File: config.mk
export PLATFORM = sky130hd
export DESIGN_NAME = dpr_cordic
export DESIGN_NICKNAME = d
export VERILOG_FILES = /design/src/rtl/dpr_pkg.sv /design/src/rtl/dpr_cordic.sv
export SDC_FILE = /design/constraint.sdc
export NUM_CORES = 2
export LEC_CHECK = 0
export BUFFER_PORTS_ARGS = -buffer_cell sky130_fd_sc_hd__buf_2
export CELL_PAD_IN_SITES_DETAIL_PLACEMENT = 2
export CELL_PAD_IN_SITES_GLOBAL_PLACEMENT = 2
export CORE_ASPECT_RATIO = 1.4
export CORE_MARGIN = 8
export CORE_UTILIZATION = 26
export CTS_CLUSTER_SIZE = 8
export DETAILED_ROUTE_END_ITERATION = 12
export GPL_ROUTABILITY_DRIVEN = 0
export PLACE_DENSITY_LB_ADDON = 0.1
export SYNTH_ARGS = -nofsm -noshare
export SYNTH_HDL_FRONTEND = slang
export SYNTH_SLANG_ARGS = --single-unit
File: constraint.sdc
create_clock -name i_clk -period 5.5 [get_ports i_clk]
set_input_delay 0.275 -clock i_clk [delete_from_list [all_inputs] [get_ports i_clk]]
set_output_delay 0.275 -clock i_clk [all_outputs]
set_load 0.01 [all_outputs]
File: src/rtl/dpr_pkg.sv
// shared constants, types and helpers for the damped point rotation block
`timescale 1ns / 1ps

package dpr_pkg;

    // opcodes of the input channel
    localparam logic OP_BEGIN = 1'b0;
    localparam logic OP_NODE  = 1'b1;

    // configuration register indexes
    localparam logic [1:0] CFG_CENTER_X = 2'd0;
    localparam logic [1:0] CFG_CENTER_Y = 2'd1;
    localparam logic [1:0] CFG_RADIUS   = 2'd2;

    localparam logic [30:0] RADIUS_RESET = 31'd32768;

    // time to binary angle rate, 0.1628 rad/s scaled to 2^32 per turn
    localparam logic [26:0] TIME_RATE = 27'd111284427;

    // target angle = 0.016*100 + 2.51*100*sin, in Q12.30 before rounding
    localparam logic signed [41:0] TARGET_OFFSET = 42'sd1717986918;
    localparam logic signed [41:0] TARGET_SCALE  = 42'sd251;

    // degrees to binary angle, scaled by 2^8
    localparam logic signed [65:0] DEG_TO_BAM = 66'sd3054198966;

    // cordic start gain and arctangent table in binary angle units
    localparam logic signed [32:0] CORDIC_GAIN = 33'sd652032874;
    localparam int TABLE_LEN = 24;
    localparam logic [31:0] ATAN_BAM [0:TABLE_LEN-1] = '{
        32'h20000000, 32'h12E4051E, 32'h09FB385B, 32'h051111D4, 32'h028B0D43, 32'h0145D7E1,
        32'h00A2F61E, 32'h00517C55, 32'h0028BE53, 32'h00145F2F, 32'h000A2F98, 32'h000517CC,
        32'h00028BE6, 32'h000145F3, 32'h0000A2FA, 32'h0000517D, 32'h000028BE, 32'h0000145F,
        32'h00000A30, 32'h00000518, 32'h0000028C, 32'h00000146, 32'h000000A3, 32'h00000051
    };

    // item data ahead of the step angle update
    typedef struct packed {
        logic              op;
        logic signed [31:0] nx;
        logic signed [31:0] ny;
    } t_pt;

    // node data through distance, root and weight stages
    typedef struct packed {
        logic signed [31:0] nx;
        logic signed [31:0] ny;
        logic signed [32:0] dx;
        logic signed [32:0] dy;
        logic signed [31:0] step;
        logic               in_range;
    } t_geo;

    // node data through the rotation stages
    typedef struct packed {
        logic signed [31:0] nx;
        logic signed [31:0] ny;
        logic signed [32:0] dx;
        logic signed [32:0] dy;
        logic               in_range;
    } t_rot;

    // clamp to the signed 32 bit range
    function automatic logic signed [31:0] sat32(input logic signed [63:0] v);
        logic signed [31:0] res;
        if (v > 64'sd2147483647) begin
            res = 32'sh7fffffff;
        end else if (v < -64'sd2147483648) begin
            res = 32'sh80000000;
        end else begin
            res = v[31:0];
        end
        return res;
    endfunction

endpackage

File: src/rtl/dpr_cordic.sv
// pipelined rotation mode cordic giving cosine and sine of a binary angle
`timescale 1ns / 1ps

module dpr_cordic import dpr_pkg::*; #(
    parameter int STAGES = 16,
    parameter int SIDE_W = 1
) (
    input  logic                     i_clk,
    input  logic                     i_rst_n,
    input  logic                     i_ce,
    input  logic                     i_valid,
    input  logic        [31:0]       i_angle,
    input  logic        [SIDE_W-1:0] i_side,
    output logic                     o_valid,
    output logic signed [32:0]       o_cos,
    output logic signed [32:0]       o_sin,
    output logic        [SIDE_W-1:0] o_side
);

    logic               r_valid [0:STAGES];
    logic signed [32:0] r_x     [0:STAGES];
    logic signed [32:0] r_y     [0:STAGES];
    logic signed [32:0] r_z     [0:STAGES];
    logic               r_flip  [0:STAGES];
    logic [SIDE_W-1:0]  r_side  [0:STAGES];

    logic               r_out_valid;
    logic signed [32:0] r_cos;
    logic signed [32:0] r_sin;
    logic [SIDE_W-1:0]  r_out_side;

    logic        w_flip;
    logic [31:0] w_u;

    // second and third quarter turn by a half turn
    assign w_flip = i_angle[31] ^ i_angle[30];
    assign w_u    = {i_angle[31] ^ w_flip, i_angle[30:0]};

    // entry stage
    always_ff @(posedge i_clk) begin
        if (!i_rst_n) begin
            r_valid[0] <= 1'b0;
        end else if (i_ce) begin
            r_valid[0] <= i_valid;
        end
    end

    always_ff @(posedge i_clk) begin
        if (i_ce) begin
            r_x[0]    <= CORDIC_GAIN;
            r_y[0]    <= '0;
            r_z[0]    <= 33'($signed(w_u));
            r_flip[0] <= w_flip;
            r_side[0] <= i_side;
        end
    end

    // one micro rotation per stage
    for (genvar i = 0; i < STAGES; i++) begin : g_iter
        logic signed [32:0] w_xs;
        logic signed [32:0] w_ys;
        logic signed [32:0] w_atan;

        assign w_xs   = r_x[i] >>> i;
        assign w_ys   = r_y[i] >>> i;
        assign w_atan = $signed({1'b0, ATAN_BAM[i]});

        always_ff @(posedge i_clk) begin
            if (!i_rst_n) begin
                r_valid[i+1] <= 1'b0;
            end else if (i_ce) begin
                r_valid[i+1] <= r_valid[i];
            end
        end

        always_ff @(posedge i_clk) begin
            if (i_ce) begin
                if (!r_z[i][32]) begin
                    r_x[i+1] <= r_x[i] - w_ys;
                    r_y[i+1] <= r_y[i] + w_xs;
                    r_z[i+1] <= r_z[i] - w_atan;
                end else begin
                    r_x[i+1] <= r_x[i] + w_ys;
                    r_y[i+1] <= r_y[i] - w_xs;
                    r_z[i+1] <= r_z[i] + w_atan;
                end
                r_flip[i+1] <= r_flip[i];
                r_side[i+1] <= r_side[i];
            end
        end
    end

    // undo the half turn
    always_ff @(posedge i_clk) begin
        if (!i_rst_n) begin
            r_out_valid <= 1'b0;
        end else if (i_ce) begin
            r_out_valid <= r_valid[STAGES];
        end
    end

    always_ff @(posedge i_clk) begin
        if (i_ce) begin
            r_cos      <= r_flip[STAGES] ? -r_x[STAGES] : r_x[STAGES];
            r_sin      <= r_flip[STAGES] ? -r_y[STAGES] : r_y[STAGES];
            r_out_side <= r_side[STAGES];
        end
    end

    assign o_valid = r_out_valid;
    assign o_cos   = r_cos;
    assign o_sin   = r_sin;
    assign o_side  = r_out_side;

endmodule

After elaboration in Yosys (flattened, before gate mapping)
Memory sizes are Yosys's and may differ from the RTL's. A register that Yosys moved wholly into a read port is not among the register bits.
Cells that the tools add are included.

storage, ports and cells
  output and inout bits = 68
  bits in writable memories = 1734
  word-level logic and storage cells = 341
  register bits after elaboration = 66
  input bits = 37
  memories kept = 6

operators by class
  mux-type cells = 168
  add/sub/neg operators = 97
  reductions and logical operators = 1
  bitwise gates (word level) = 67

memory list
  name     depth  bits a word  rd ports  clocked after Yosys merged registers in  write ports  RTL line          RTL
  r_x      17     33           17        0                                        17           dpr_cordic.sv:21  logic signed [32:0] r_x [0:STAGES];
  r_y      17     33           17        0                                        17           dpr_cordic.sv:22  logic signed [32:0] r_y [0:STAGES];
  r_z      17     33           16        0                                        17           dpr_cordic.sv:23  logic signed [32:0] r_z [0:STAGES];
  r_flip   17     1            17        0                                        17           dpr_cordic.sv:24  logic r_flip [0:STAGES];
  r_side   17     1            17        1                                        17           dpr_cordic.sv:25  logic [SIDE_W-1:0] r_side [0:STAGES];
  r_valid  17     1            17        1                                        17           dpr_cordic.sv:20  logic r_valid [0:STAGES];

operators by type and width
  operator          count
  $mux 33           50
  $mux 1            118
  $add 33x18->33    2
  $add 33x19->33    2
  $add 33x20->33    2
  $add 33x21->33    2
  $add 33x22->33    2
  $add 33x23->33    2
  $add 33x24->33    2
  $add 33x25->33    2
  $add 33x26->33    2
  $add 33x27->33    2
  $add 33x28->33    2
  $add 33x29->33    2
  $add 33x30->33    2
  $add 33x31->33    2
  $add 33x32->33    2
  $neg 33->33       2
  $sub 33x18->33    2
  $sub 33x19->33    2
  $sub 33x20->33    2
  $sub 33x21->33    2
  $sub 33x22->33    2
  $sub 33x23->33    2
  46 further kinds  121

Depth between registers and ports, before layout
An unclocked memory read counts as a cell.

  depth after elaboration = 5
  depth in mapped cells = 20
  depth with buffers taken out = 20

Worst setup path after synthesis
OpenSTA, ideal clock, no wires.

  path type = register to register
  start = memory r_x[9][15]
  end = memory r_y[10][30] (data pin)
  setup time = 258 ps
  stages on the path, launching flop included = 18
  buffers on the path = 0
  path slack = 798 ps
  arrival time = 4444 ps
  required time = 5242 ps
  clock period less this slack = 4702 ps
  cells stage by stage = edfxtp_1 > or4_1 > nor4_2 > or4b_1 > nor3b_1 > nor2b_1 > a21oi_1 > xnor2_1 > ha_1 > nor2b_1 > o21ai_0 > nand2b_1 > o21a_1 > a311o_1 > a311oi_1 > o31ai_1 > a21oi_1 > xnor2_1

RTL lines
  element          RTL line
  start, declared  dpr_cordic.sv:21
  end, declared    dpr_cordic.sv:22

==> results.md <==
* Status: finished clean
* IO Port Bufs at 104
* Tot GR Track Use at 0.172
* Routed Antenna Nets at 0
* CP Launch Type: flop
* Worst path arrival time at 5.92 ns
* Top-area cell type share of the netlist area at 0.376
* Synth Area per Inst at 9.86 um^2
* Yosys Warn Count at 0
* WL/cell at 22.8 um
* Starting Density at 0.261
* Vias in the first global route at 112000
* Final Max Tran Viols at 0
* Fill count at 53200
* DRC at 0
* Clock latency on the worst-skew pair at 0.96 ns
* Async set-or-reset flop fraction in the synthesized netlist at 0
* CP Buf/Inv Count at 0
* Layout Cells excl Fill at ~20000
* Cell area after placement at 136000 um^2
* Count of cell types in the netlist at just under 100
* Area of the multi-input gates at 75900 um^2
* DP HPWL at 368000 um
* Ports at 105
* Row cnt at approximately 300
* Worst Setup End Kind: flop
* Register area at 47400 um^2
* Clock Pin Slew Worst Setup and Hold Paths at ~0.06 ns
* Final setup violation count at 0
* Initial antenna violation count at 7
* First-pass GRT wire length at 691000 um
* Die height at 840 um
* Core area at between 400000 and 500000 um^2
* Clock Path Buffers at 4
* Die X-Extent at 604 um
* Slew @ Worst Pin at about 1.3 ns
* WS Path Type: reg2reg
* Synth Cell Area at roughly 130000 um^2
* DR vias at around 100k
* Crit-path max cell delay at 0.62 ns
* Final Hold Viols at 0
* Clock Skew at 0.105 ns
* Synthesized Nets at 14200
* F_max at 190 MHz
* Post-route cell area at 143000 um^2
* Final min period at 5.26 ns
* Relative slew margins at 0.126
* # placed instances at a little under 20000
* Clock buffer count from CTS at 229
* Maximum capacitance violations at 0
* #FFs+latches synth at 1579
* DR vias/cell at around 5.1
* Crit path cell chain: nor4_1, nand2_1, nor3_1, nor2_1, xor2_1, ha_1, a21o_1, a21o_1, a21o_1, a221o_1, a2bb2oi_1, a311oi_1, or3_1, a31o_2, a21oi_1, xnor2_1
* Syn Inst Count at 12800
* Die area at 507000 um^2
* Sequential share of the synthesized area at 0.376
* Hold WC Path Type: in2reg
* H-tree depth at 4
* Leading area contributor after synthesis: edfxtp_1
* TritonCTS clock tree: done
* Layout cell share with drive strength beyond 1 at 0.0626
* Total congestion overflow at 0
* Layout net count at 14700
* Most Frequent Cell on Critical Path: a21o_1
* Number of synthesized flops with an enable pin at 1577
* CTS sink cnt at roughly 1600
* Main flop type after synthesis: edfxtp_1
* Final wirelength at 450000 um
* Largest net degree at the start of global routing at ~160
* DRT Pass-1 Iters at 5
* Worst EP required at 6.16 ns
* CP max FO at 5
* Crit-path slowest cell: nor4_1
* Root buffer selected by CTS: clkbuf_16
* Synth area leaders: edfxtp_1 (38%), ha_1 (14%), xnor2_1 (8.5%)
* Post-synthesis to final-layout area growth at 13.7%
* Iteration-0 DRC Markers at 3293
* CP delay by family, top: simple AND/OR/NAND/NOR gates
* Final period utilization at 0.957
==> cells by family (layout without fill, tap and decap cells) <==
family                   Yosys count  count (layout)  share of synthesized area
AO/OA/AOI/OAI                   3843            3843                      0.196
adder cells (fa/ha/maj)         1413            1413                      0.143
other                              0               3                          0
XOR/XNOR                        1846            1846                      0.128
buffers and inverters            732            1300                     0.0218
AND/OR/NAND/NOR                 3238            3238                      0.125
flip-flops                      1579            1579                      0.376
multiplexers                     120             120                    0.00997
==> worst reg2reg max path: cells and delay by family, from the launching register on <==
family | cells | cell delay [ns]
flops | 1 | 0.55
simple gates | 5 | 1.95
compound gates | 8 | 1.84
fa+ha+maj | 1 | 0.35
xor+xnor | 2 | 0.28
==> timing repair <==
action,in CTS,in global routing
gates resized for setup,1,13
setup endpoints to repair,2,18
endpoints found under the hold margin,116,0
buffers inserted,0,1
hold buffers,61,0
pin swaps,0,1
==> layout by cell type (no fill, tap or decap), types with 51 or more instances in the layout <==
cell type	n
or3_1	112
mux2i_1	76
o31ai_1	157
inv_1	519
nand4_1	87
buf_2	103
xor2_1	620
edfxtp_1	1577
nor2b_1	147
or4_1	51
dlygate4sd3_1	61
a211oi_1	110
and2_1	55
o41ai_1	73
nand2b_1	200
nand2_1	732
nor3_1	293
clkbuf_16	231
and3_1	162
nor4_1	74
o21bai_1	169
nor2_1	910
a21o_1	611
o21a_1	171
o211ai_1	66
a31oi_1	127
nand3_1	252
buf_4	297
o21ai_0	688
a21oi_1	1213
xnor2_1	1224
ha_1	1369
==> registers in the layout, indices dropped and copies added, names as in the netlist <==
register  count
r_x         470
r_y         496
r_z         494
r_flip       17
o_sin        33
o_cos        33
r_side       17
o_valid       1
r_valid      17
o_side        1
==> Yosys cell counts, types with 157 or more instances <==
cell type / n
a21o_1: 611
a21oi_1: 1214
and3_1: 162
clkbuf_1: 168
edfxtp_1: 1577
ha_1: 1369
inv_1: 520
nand2_1: 743
nand2b_1: 200
nand3_1: 252
nor2_1: 910
nor3_1: 294
o21a_1: 171
o21ai_0: 689
o21bai_1: 169
o31ai_1: 157
xnor2_1: 1224
xor2_1: 621
==> per-layer routing <==
layer / share of wire / GRT usage / vias to the layer above
li1: - / - / 48600
met1: 0.40 / 0.188 / 50300
met2: 0.54 / 0.340 / 760
met3: 0.017 / 0.0140 / 586
met4: 0.046 / 0.0676 / 0
met5: 0 / 0 / -
==> through the flow <==
step                      TNS [ns]  utilization  worst slack, ns  hold WS, ns
final                            0        0.297            0.239        0.121
after global routing       -0.0179        0.296          -0.0127       0.0582
after CTS                        0        0.296           0.0927       0.0103
after detailed placement         0        0.282          0.00910        0.406
after global placement           0        0.282            0.103        0.400
after floorplan                  0            -            0.798        0.374
==> layout make-up <==
cell class              count  area share
diodes                      3   0.0000524
clock buffers             266      0.0416
clock inverters            29     0.00189
inverters                 529      0.0139
multi-input cells       10500       0.530
flip-flops and latches   1579       0.331
well taps                6384      0.0558
repair buffers            476      0.0255
==> path summary, 6_finish.rpt <==
path,from,to,slack (ns),depth (start not counted)
setup reg to reg,r_y[13][13]$_DFFE_PP_,r_x[14][30]$_DFFE_PP_,0.24,16
hold / removal,i_angle[17],r_z[0][17]$_DFFE_PP_,0.12,2
setup / recovery,r_y[13][13]$_DFFE_PP_,r_x[14][30]$_DFFE_PP_,0.24,16
hold reg to reg,r_side[7]$_DFFE_PP_,r_side[8]$_DFFE_PP_,0.41,0
Power is left out: the tool's default activity adds up to more than one toggle a clock period on the data nets, which glitch-free logic cannot reach.
